--- config.mk ---
export PLATFORM = sky130hd
export DESIGN_NAME = segmented_multi_queue_buffer_unit
export DESIGN_NICKNAME = d
export VERILOG_FILES = /design/src/rtl/smqb_pkg.sv /design/src/rtl/smqb_qtab.sv /design/src/rtl/smqb_store.sv /design/src/rtl/smqb_mod_unit.sv /design/src/rtl/segmented_multi_queue_buffer_unit.sv
export SDC_FILE = /design/constraint.sdc
export NUM_CORES = 2
export LEC_CHECK = 0
export BUFFER_PORTS_ARGS = -buffer_cell sky130_fd_sc_hd__buf_2
export CELL_PAD_IN_SITES_DETAIL_PLACEMENT = 2
export CELL_PAD_IN_SITES_GLOBAL_PLACEMENT = 2
export CORE_UTILIZATION = 53
export DETAILED_ROUTE_END_ITERATION = 6
export HOLD_SLACK_MARGIN = 0.08
export PLACE_DENSITY = 0.88
export SYNTH_ARGS = -nofsm -noshare
export SYNTH_HDL_FRONTEND = slang
export SYNTH_MEMORY_MAX_BITS = 65536
export SYNTH_SLANG_ARGS = --single-unit
--- constraint.sdc ---
create_clock -name clk -period 13.8 [get_ports clk]
set_clock_uncertainty 0.05 [all_clocks]
set_input_delay 2.07 -clock clk [delete_from_list [all_inputs] [get_ports clk]]
set_output_delay 2.07 -clock clk [all_outputs]
set_load 0.03 [all_outputs]
--- src/rtl/smqb_pkg.sv ---
// Package for the segmented multi-queue buffer: request, status and
// register codes, field widths and default sizes.
// No dependencies; imported by every module of the block.
package smqb_pkg;

  // default sizes handed to the top level parameters
  localparam int STORE_DEPTH_DEF = 128;
  localparam int MAX_QUEUES_DEF  = 8;
  localparam int DATA_WIDTH_DEF  = 32;

  // fixed field widths
  localparam int REQ_W      = 2;
  localparam int QID_W      = 3;
  localparam int STATUS_W   = 2;
  localparam int CFG_IDX_W  = 2;
  localparam int CFG_DATA_W = 8;
  localparam int NQ_W       = 4;
  localparam int SEG_W      = 8;
  localparam int TSIZE_W    = 8;

  // request codes
  localparam logic [REQ_W-1:0] REQ_ENQ   = 2'd0;
  localparam logic [REQ_W-1:0] REQ_DEQ   = 2'd1;
  localparam logic [REQ_W-1:0] REQ_QUERY = 2'd2;
  localparam logic [REQ_W-1:0] REQ_NOP   = 2'd3;

  // status codes
  localparam logic [STATUS_W-1:0] ST_OK    = 2'd0;
  localparam logic [STATUS_W-1:0] ST_FULL  = 2'd1;
  localparam logic [STATUS_W-1:0] ST_EMPTY = 2'd2;
  localparam logic [STATUS_W-1:0] ST_BADQ  = 2'd3;

  // register indexes
  localparam logic [CFG_IDX_W-1:0] REG_NUM_QUEUES  = 2'd0;
  localparam logic [CFG_IDX_W-1:0] REG_SEGMENT_LEN = 2'd1;
  localparam logic [CFG_IDX_W-1:0] REG_TOTAL_SIZE  = 2'd2;

  // register reset values
  localparam logic [NQ_W-1:0]    NUM_QUEUES_RST  = 4'd1;
  localparam logic [SEG_W-1:0]   SEGMENT_LEN_RST = 8'd128;
  localparam logic [TSIZE_W-1:0] TOTAL_SIZE_RST  = 8'd128;

endpackage

--- src/rtl/smqb_qtab.sv ---
// Queue state table: head offset, tail offset and count per queue.
// Synchronous memory with a registered read and a valid bit per
// entry so that reset empties every queue at once. Uses smqb_pkg.
module smqb_qtab
  import smqb_pkg::*;
#(
  parameter int DEPTH = MAX_QUEUES_DEF,
  parameter int AW    = 3,
  parameter int EW    = 23
) (
  input  logic          clk,
  input  logic          rst_n,
  input  logic          re,
  input  logic [AW-1:0] raddr,
  output logic [EW-1:0] rdata,
  input  logic          we,
  input  logic [AW-1:0] waddr,
  input  logic [EW-1:0] wdata
);

  logic [EW-1:0]    mem [DEPTH];
  logic [DEPTH-1:0] vld_r;
  logic [EW-1:0]    rd_r;
  logic             rd_vld_r;

  // entry valid bits, cleared by reset
  always_ff @(posedge clk) begin
    if (!rst_n) begin
      vld_r    <= '0;
      rd_vld_r <= 1'b0;
    end else begin
      if (we) begin
        vld_r[waddr] <= 1'b1;
      end
      if (re) begin
        rd_vld_r <= vld_r[raddr];
      end
    end
  end

  // storage and registered read
  always_ff @(posedge clk) begin
    if (we) begin
      mem[waddr] <= wdata;
    end
    if (re) begin
      rd_r <= mem[raddr];
    end
  end

  // an entry never written reads as an empty queue
  assign rdata = rd_vld_r ? rd_r : '0;

endmodule

--- src/rtl/smqb_store.sv ---
// Shared data store holding every queue segment.
// Single port synchronous memory with a registered read. Uses smqb_pkg.
module smqb_store
  import smqb_pkg::*;
#(
  parameter int DEPTH = STORE_DEPTH_DEF,
  parameter int AW    = 7,
  parameter int DW    = DATA_WIDTH_DEF
) (
  input  logic          clk,
  input  logic [AW-1:0] addr,
  input  logic          we,
  input  logic [DW-1:0] wdata,
  input  logic          re,
  output logic [DW-1:0] rdata
);

  logic [DW-1:0] mem [DEPTH];
  logic [DW-1:0] rd_r;

  // write or registered read
  always_ff @(posedge clk) begin
    if (we) begin
      mem[addr] <= wdata;
    end
    if (re) begin
      rd_r <= mem[addr];
    end
  end

  assign rdata = rd_r;

endmodule

--- src/rtl/smqb_mod_unit.sv ---
// Bit-serial remainder unit for offset wrap when an offset lies beyond
// a shrunken segment. One quotient bit per cycle. Uses smqb_pkg.
module smqb_mod_unit
  import smqb_pkg::*;
#(
  parameter int NW = 8
) (
  input  logic          clk,
  input  logic          rst_n,
  input  logic          start,
  input  logic [NW-1:0] dividend,
  input  logic [NW-1:0] divisor,
  output logic          done,
  output logic [NW-1:0] remainder
);

  localparam int CNTW = $clog2(NW + 1);

  logic            busy_r;
  logic            done_r;
  logic [CNTW-1:0] cnt_r;
  logic [NW-1:0]   rem_r;
  logic [NW-1:0]   dvd_r;
  logic [NW:0]     trial;
  logic [NW-1:0]   rem_nxt;

  // shift in the next dividend bit and subtract when it fits
  always_comb begin
    trial = {rem_r, dvd_r[NW-1]};
    if (trial >= {1'b0, divisor}) begin
      rem_nxt = NW'(trial - {1'b0, divisor});
    end else begin
      rem_nxt = NW'(trial);
    end
  end

  // step control
  always_ff @(posedge clk) begin
    if (!rst_n) begin
      busy_r <= 1'b0;
      done_r <= 1'b0;
      cnt_r  <= '0;
    end else begin
      done_r <= 1'b0;
      if (start) begin
        busy_r <= 1'b1;
        cnt_r  <= CNTW'(NW);
      end else if (busy_r) begin
        cnt_r <= cnt_r - 1'b1;
        if (cnt_r == CNTW'(1)) begin
          busy_r <= 1'b0;
          done_r <= 1'b1;
        end
      end
    end
  end

  // partial remainder and dividend shifter
  always_ff @(posedge clk) begin
    if (start) begin
      rem_r <= '0;
      dvd_r <= dividend;
    end else if (busy_r) begin
      rem_r <= rem_nxt;
      dvd_r <= dvd_r << 1;
    end
  end

  assign done      = done_r;
  assign remainder = rem_r;

endmodule

--- src/rtl/segmented_multi_queue_buffer_unit.sv ---
// Segmented multi-queue buffer: several circular FIFOs in one shared store.
// Input channel in_*: one request item (enqueue, dequeue, full query or
// no operation) with a queue number and a data word.
// Result channel out_*: one item per request with status, dequeued word
// and the whole-array-full flag, held in an output register.
// Config channel cfg_*: register writes, always ready; write only while
// no request is in flight.
// Each request reads the queue state table, then in S_MEM updates it and
// writes or reads the data store; the output register is loaded in S_DONE,
// and a new item is taken only in S_IDLE, once that result is loaded. When
// an offset lies past a segment that was shrunk by a register write, the
// wrap runs through the bit-serial remainder unit in state S_MOD.
// A request is accepted while an earlier result still waits; the block
// then holds its finished result until out_ready is seen.
// Reset empties all queues at once through the state table valid bits and
// loads num_queues 1, segment_len 128, total_size 128; the data store
// is not cleared. Depends on smqb_pkg and the smqb_* submodules.
module segmented_multi_queue_buffer_unit
  import smqb_pkg::*;
#(
  parameter int STORE_DEPTH = STORE_DEPTH_DEF,
  parameter int MAX_QUEUES  = MAX_QUEUES_DEF,
  parameter int DATA_WIDTH  = DATA_WIDTH_DEF
) (
  input  logic                         clk,
  input  logic                         rst_n,
  // request channel
  input  logic                         in_valid,
  output logic                         in_ready,
  input  logic [REQ_W-1:0]             in_req_type,
  input  logic [QID_W-1:0]             in_queue_id,
  input  logic signed [DATA_WIDTH-1:0] in_value,
  // result channel
  output logic                         out_valid,
  input  logic                         out_ready,
  output logic [STATUS_W-1:0]          out_status,
  output logic signed [DATA_WIDTH-1:0] out_read_value,
  output logic                         out_array_full,
  // configuration channel
  input  logic                         cfg_valid,
  output logic                         cfg_ready,
  input  logic [CFG_IDX_W-1:0]         cfg_index,
  input  logic [CFG_DATA_W-1:0]        cfg_wdata
);

  localparam int AW     = (STORE_DEPTH > 1) ? $clog2(STORE_DEPTH) : 1;
  localparam int QW     = (MAX_QUEUES > 1) ? $clog2(MAX_QUEUES) : 1;
  localparam int LENW_F = $clog2(STORE_DEPTH + 1);
  localparam int LENW   = (LENW_F < 8) ? LENW_F : 8;
  localparam int OFW    = (AW < 8) ? AW : 8;
  localparam int EW     = 2 * OFW + LENW;
  localparam int SUMW   = LENW + QID_W;
  localparam int RW     = (SUMW > AW + 3) ? SUMW : AW + 3;
  localparam int TOTW   = LENW + QID_W;
  localparam int TCW    = (TOTW > TSIZE_W) ? TOTW : TSIZE_W;

  // sequencer states
  localparam logic [2:0] S_IDLE = 3'd0;
  localparam logic [2:0] S_EVAL = 3'd1;
  localparam logic [2:0] S_MOD  = 3'd2;
  localparam logic [2:0] S_MEM  = 3'd3;
  localparam logic [2:0] S_DONE = 3'd4;

  logic [2:0]            state_r;
  logic [2:0]            state_nxt;

  // configuration registers
  logic [NQ_W-1:0]       num_queues_r;
  logic [SEG_W-1:0]      segment_len_r;
  logic [TSIZE_W-1:0]    total_size_r;

  // request in flight
  logic [REQ_W-1:0]      req_r;
  logic [QID_W-1:0]      qid_r;
  logic [DATA_WIDTH-1:0] value_r;
  logic [STATUS_W-1:0]   status_r;
  logic                  ok_r;
  logic [OFW-1:0]        head_r;
  logic [OFW-1:0]        tail_r;
  logic [LENW-1:0]       occ_r;
  logic [SUMW-1:0]       addr_sum_r;
  logic [OFW-1:0]        new_off_r;
  logic [TOTW-1:0]       tot_r;

  // result register
  logic                  out_valid_r;
  logic [STATUS_W-1:0]   out_status_r;
  logic [DATA_WIDTH-1:0] out_read_value_r;
  logic                  out_array_full_r;

  // evaluation signals
  logic                  in_acc;
  logic                  is_enq;
  logic                  is_deq;
  logic [LENW-1:0]       seg_use;
  logic [EW-1:0]         qtab_rd;
  logic [OFW-1:0]        rd_head;
  logic [OFW-1:0]        rd_tail;
  logic [LENW-1:0]       rd_occ;
  logic                  bad_q;
  logic [STATUS_W-1:0]   status_c;
  logic                  ok_c;
  logic [OFW-1:0]        off_sel;
  logic [LENW-1:0]       off_inc;
  logic                  need_mod;
  logic [OFW-1:0]        new_off_fast;
  logic [SUMW-1:0]       addr_sum_c;
  logic [RW-1:0]         red;
  logic [AW-1:0]         store_addr;
  logic                  mod_start;
  logic                  mod_done;
  logic [LENW-1:0]       mod_rem;
  logic                  qtab_we;
  logic [EW-1:0]         qtab_wdata;
  logic [DATA_WIDTH-1:0] store_rd;
  logic                  out_load;

  assign in_ready  = (state_r == S_IDLE);
  assign in_acc    = in_valid && in_ready;
  assign cfg_ready = 1'b1;
  assign is_enq    = (req_r == REQ_ENQ);
  assign is_deq    = (req_r == REQ_DEQ);

  // segment length in use, limited to the store depth
  assign seg_use = (32'(segment_len_r) > STORE_DEPTH) ? LENW'(STORE_DEPTH)
                                                      : LENW'(segment_len_r);

  assign rd_head = qtab_rd[EW-1 -: OFW];
  assign rd_tail = qtab_rd[LENW +: OFW];
  assign rd_occ  = qtab_rd[LENW-1:0];

  // request check against the queue state just read
  always_comb begin
    bad_q    = (32'(qid_r) >= 32'(num_queues_r)) || (32'(qid_r) >= MAX_QUEUES);
    status_c = ST_OK;
    if (is_enq || is_deq) begin
      if (bad_q) begin
        status_c = ST_BADQ;
      end else if (is_enq && (rd_occ >= seg_use)) begin
        status_c = ST_FULL;
      end else if (is_deq && (rd_occ == '0)) begin
        status_c = ST_EMPTY;
      end
    end
    ok_c = (is_enq || is_deq) && (status_c == ST_OK);
  end

  // offset advance and segment address sum
  always_comb begin
    off_sel    = is_enq ? rd_tail : rd_head;
    off_inc    = LENW'(off_sel) + 1'b1;
    addr_sum_c = SUMW'(qid_r) * SUMW'(seg_use) + SUMW'(off_sel);
    need_mod   = ok_c && (seg_use != '0) && (off_inc > seg_use);
    if ((seg_use == '0) || (off_inc >= seg_use)) begin
      new_off_fast = '0;
    end else begin
      new_off_fast = OFW'(off_inc);
    end
  end

  // store address: segment sum reduced modulo the store depth
  always_comb begin
    red = RW'(addr_sum_r);
    for (int k = 2; k >= 0; k--) begin
      if (red >= (RW'(STORE_DEPTH) << k)) begin
        red = red - (RW'(STORE_DEPTH) << k);
      end
    end
    store_addr = red[AW-1:0];
  end

  // queue state write back
  always_comb begin
    qtab_we    = (state_r == S_MEM) && ok_r;
    qtab_wdata = {is_deq ? new_off_r : head_r,
                  is_enq ? new_off_r : tail_r,
                  is_enq ? occ_r + 1'b1 : occ_r - 1'b1};
  end

  assign mod_start = (state_r == S_EVAL) && need_mod;
  assign out_load  = (state_r == S_DONE) && (!out_valid_r || out_ready);

  // sequencer
  always_comb begin
    state_nxt = state_r;
    case (state_r)
      S_IDLE: if (in_valid) begin
        state_nxt = S_EVAL;
      end
      S_EVAL: state_nxt = need_mod ? S_MOD : S_MEM;
      S_MOD:  if (mod_done) begin
        state_nxt = S_MEM;
      end
      S_MEM:  state_nxt = S_DONE;
      S_DONE: if (out_load) begin
        state_nxt = S_IDLE;
      end
      default: state_nxt = S_IDLE;
    endcase
  end

  // control state, configuration and running total
  always_ff @(posedge clk) begin
    if (!rst_n) begin
      state_r       <= S_IDLE;
      num_queues_r  <= NUM_QUEUES_RST;
      segment_len_r <= SEGMENT_LEN_RST;
      total_size_r  <= TOTAL_SIZE_RST;
      tot_r         <= '0;
      out_valid_r   <= 1'b0;
    end else begin
      state_r <= state_nxt;
      if (cfg_valid && cfg_ready) begin
        case (cfg_index)
          REG_NUM_QUEUES:  num_queues_r  <= cfg_wdata[NQ_W-1:0];
          REG_SEGMENT_LEN: segment_len_r <= cfg_wdata[SEG_W-1:0];
          REG_TOTAL_SIZE:  total_size_r  <= cfg_wdata[TSIZE_W-1:0];
          default: ;
        endcase
      end
      if ((state_r == S_EVAL) && ok_c) begin
        tot_r <= is_enq ? tot_r + 1'b1 : tot_r - 1'b1;
      end
      if (out_load) begin
        out_valid_r <= 1'b1;
      end else if (out_ready) begin
        out_valid_r <= 1'b0;
      end
    end
  end

  // request payload and intermediate results
  always_ff @(posedge clk) begin
    if (in_acc) begin
      req_r   <= in_req_type;
      qid_r   <= in_queue_id;
      value_r <= in_value;
    end
    if (state_r == S_EVAL) begin
      status_r   <= status_c;
      ok_r       <= ok_c;
      head_r     <= rd_head;
      tail_r     <= rd_tail;
      occ_r      <= rd_occ;
      addr_sum_r <= addr_sum_c;
      new_off_r  <= new_off_fast;
    end
    if ((state_r == S_MOD) && mod_done) begin
      new_off_r <= OFW'(mod_rem);
    end
    if (out_load) begin
      out_status_r     <= status_r;
      out_read_value_r <= (ok_r && is_deq) ? store_rd : '0;
      out_array_full_r <= (TCW'(tot_r) == TCW'(total_size_r));
    end
  end

  assign out_valid      = out_valid_r;
  assign out_status     = out_status_r;
  assign out_read_value = out_read_value_r;
  assign out_array_full = out_array_full_r;

  // queue state table
  smqb_qtab #(
    .DEPTH(MAX_QUEUES),
    .AW   (QW),
    .EW   (EW)
  ) u_qtab (
    .clk  (clk),
    .rst_n(rst_n),
    .re   (in_acc),
    .raddr(QW'(in_queue_id)),
    .rdata(qtab_rd),
    .we   (qtab_we),
    .waddr(QW'(qid_r)),
    .wdata(qtab_wdata)
  );

  // shared data store
  smqb_store #(
    .DEPTH(STORE_DEPTH),
    .AW   (AW),
    .DW   (DATA_WIDTH)
  ) u_store (
    .clk  (clk),
    .addr (store_addr),
    .we   ((state_r == S_MEM) && ok_r && is_enq),
    .wdata(value_r),
    .re   ((state_r == S_MEM) && ok_r && is_deq),
    .rdata(store_rd)
  );

  // offset wrap for offsets past a shrunken segment
  smqb_mod_unit #(
    .NW(LENW)
  ) u_mod (
    .clk      (clk),
    .rst_n    (rst_n),
    .start    (mod_start),
    .dividend (off_inc),
    .divisor  (seg_use),
    .done     (mod_done),
    .remainder(mod_rem)
  );

endmodule

==> metrics.txt, run 1 <==
Syn Nets=9368; synthesized area=0.175 sq mm; ranking of synthesized cells by area=edfxtp_1 76%, mux4_2 5.6%, mux2i_1 2.5%; sequential-to-total area share from yosys stat=0.770; area share of the largest cell type after synthesis=0.764; post-synthesis cell type count=83; run status=did not finish; FP Rows=210; initial core utilization=0.533; Die Span Y=576 microns; ys flop type=edfxtp_1; flops & latches, synth=4503; cell taking the most area after synthesis=edfxtp_1; last stage reached=detailed placement (3_5_place_dp); Synth Area per Inst=18.9 sq um; top cells by count, synth=4445 x edfxtp_1, 478 x a221oi_1, 434 x mux4_2; count leader, synth=edfxtp_1; ys async rst share=0; Post-Syn Instances=9251; Stop Error=[ERROR DPL-0033] detailed placement checks failed during check placement.; synth warn=0; die width=576 microns; Top Ports=90; I/O Buffers=88; dpl hpwl=575000 microns; Post-synth EDFFs=4445; GPL Wtd Cong=1.04
## per-stage QoR
stage	cell area, sq um	setup slack (ns)	instances	hold slack [ns]
floorplan	175000	6.96	9251	0.350
global placement	182000	6.11	13500	0.363
## cells by family after synthesis
| logic type | synth area share |
|---|---|
| multiplexers | 0.105 |
| buffers and inverters | 0.0190 |
| AO/OA/AOI/OAI | 0.0716 |
| other | 0.0000215 |
| AND/OR/NAND/NOR | 0.0266 |
| XOR/XNOR | 0.00220 |
| adder cells (fa/ha/maj) | 0.00517 |
| flip-flops | 0.770 |
==> inputs of run 2 (changes only) <==
Settings changed: CELL_PAD_IN_SITES_DETAIL_PLACEMENT 2 to not set, CELL_PAD_IN_SITES_GLOBAL_PLACEMENT 2 to not set, CORE_UTILIZATION 53 to 40, HOLD_SLACK_MARGIN 0.08 to not set, PLACE_DENSITY 0.88 to not set, PLACE_DENSITY_LB_ADDON set to 0.15.
==> metrics.txt, run 2 <==
CP endpoint kind=flop; flops & latches, synth=4503 (unchanged); Syn Nets=9368 (unchanged); worst-skew pair later-pin latency=1.08 ns; Inserted Clock Buffers=471; sequential-to-total area share from yosys stat=0.770 (unchanged); register with the most flip-flops=u_store.mem; relative max-transition margin=-0.103; synth warn=0 (unchanged); area share of the largest cell type after synthesis=0.764 (unchanged); failing checks=max-capacitance violations, max-slew violations; wirelength, routed=669000 microns; first-pass GRT wire length=887000 microns; Top Ports=90 (unchanged); Max rail drop VDD=114 uV; I/O Buffers=88 (unchanged); FP Rows=242 (+15%); Setup TNS=0 ns; cell taking the most area after synthesis=edfxtp_1; Post-synth EDFFs=4445 (unchanged); GPL Wtd Cong=0.966 (-7.1%); pre-CTS setup slack=7.93 ns; top cells by count, synth=4445 x edfxtp_1, 478 x a221oi_1, 434 x mux4_2; number of setup violations in the final report=0; wl on met1=257000 microns; slowest stage cell on the critical path=a311oi_1; dpl hpwl=398000 microns (-31%); Final Max Slew Viols=6; layout cells sized above 1=0.222; hold_ws=0.374 ns; most frequent cells in the layout=4445 x edfxtp_1, 477 x clkbuf_16, 475 x a221oi_1; # fillers=36900; ys flop type=edfxtp_1; Routed WL per cell=42.0 microns; Crit path required time=14.61 ns; GRT Util Overall=0.297; Top Layer Used=met5; fin crit share=0.441; Core Region=0.435 sq mm; root buffer cell=clkbuf_16; max-cap viol count=5; met2 wire length=296000 microns; Die Span Y=663 microns (+15%); RSZ-0062 raised after global routing=no; Top cell by count, worst path=buf_4; Post-Syn Instances=9251 (unchanged); ranking of synthesized cells by area=edfxtp_1 76%, mux4_2 5.6%, mux2i_1 2.5%; Detail Route Antenna Nets=0; min Tclk post-route=6.09 ns; drt via density=6.37; initial core utilization=0.402 (-0.131); family with the most delay on the worst path=buffers and inverters; grt ovf=0; Die Area=0.440 sq mm; nets=9804; Pwr per Cell Area=160 mW/mm^2; hold buffers post-CTS=0; CP Launch Type=flop; Critical Path Fanout Max=78; Worst EP arrival=6.90 ns; vias in the first global route=95900; clock slew at reported path FFs=0.06 ns; fin worst setup slack=7.71 ns; post-cts sizing count=0; # clock sinks=4503; Synth Area per Inst=18.9 sq um (unchanged); Pleak=63.3 nW; first-pass iteration count of the detailed router=6; synthesized area=0.175 sq mm (unchanged); crit-path cells=buf_12, buf_4, and2_4, buf_4, buf_4, a221oi_1, nor2_1, a2111oi_0, a311oi_1, a211oi_1, nand4b_1; CP max stage delay=0.88 ns; Syn-to-layout area delta=14.2%; # H-tree levels=5; die width=663 microns (+15%); run status=finished, violations left; TritonCTS clock tree=yes; initial DRC count=17300; post-synthesis cell type count=83 (unchanged); ys async rst share=0 (unchanged); hold crit path type=flop to flop; post-CTS setup buffers=0; DR vias=101000; Max Clk Rate=0.164 GHz; largest net degree at the start of global routing=129; number of flip-flops in the largest register=4096; met3 WL=75100 microns; count leader, synth=edfxtp_1; Post-route DRC=0; worst slew pin tran=1.64 ns; clk buf depth=4; Crit path buffers/inverters=4; Setup CP Type=flop to flop; Top Registers=u_store.mem: 4096 flops, u_qtab.mem: 176 flops; initial antenna violation count=104; Final Hold Viols=0; most common cell after layout, fill and taps aside=edfxtp_1; post-layout power=0.0319 W
## run 2: cell counts after synthesis
No cell type changed its count.
## run 2: final timing paths
path / from / to / slack, ns / depth (start not counted)
max reg2reg: addr_sum_r[2] / u_store.rdata[31] / 7.71 / 11
min: status_r[0] / out_status[0] / 0.37 / 0
max: addr_sum_r[2] / u_store.rdata[31] / 7.71 / 11
min reg2reg: status_r[0] / out_status[0] / 0.37 / 0
## run 2: area by class of cell
type,count,area [sq um],share of cell area
Antenna cell,93,233,0.00117
Clock buffer,586,12400,0.0619
Clock inverter,289,2530,0.0127
Inverter,41,178,0.000890
Multi-Input combinational cell,4113,38200,0.191
Sequential cell,4503,135000,0.674
Tap cell,5734,7170,0.0359
Timing Repair Buffer,557,4320,0.0216
## run 2: worst register-to-register path, stage by stage, from the launching register on
cell       delay (ns)
edfxtp_1         0.49
buf_12           0.46
buf_4            0.70
and2_4           0.69
buf_4            0.69
buf_4            0.72
a221oi_1         0.30
nor2_1           0.16
a2111oi_0        0.08
a311oi_1         0.88
a211oi_1         0.37
nand4b_1         0.30
## run 2: per-stage QoR
step                       util  area, sq um  std cells
after CTS                 0.459       199000      15800
after floorplan               -       175000       9251
final                     0.459       200000      15900
after global routing      0.459       200000      15900
after global placement    0.424       184000      14900
after detailed placement  0.424       185000      14900
## run 2: cell families after synthesis
group	synth area share
compound gates	0.0716
xor+xnor	0.00220
fa+ha+maj	0.00517
buf+inv	0.0190
flops	0.770
mux	0.105
other cells	0.0000215
simple gates	0.0266
## run 2: power breakdown
group | switching (W) | internal [W]
combinational | 0.00296 | 0.000998
clock | 0.00540 | 0.00707
sequential | 0.0000601 | 0.0154
total | 0.00843 | 0.0234
## run 2: layer usage
metal,GRT usage,vias to the layer above
li1,-,39300
met1,0.404,54000
met2,0.442,6645
met3,0.0723,1341
met4,0.159,40
met5,0,-
No activity file was read; power rests on OpenSTA's default activity.
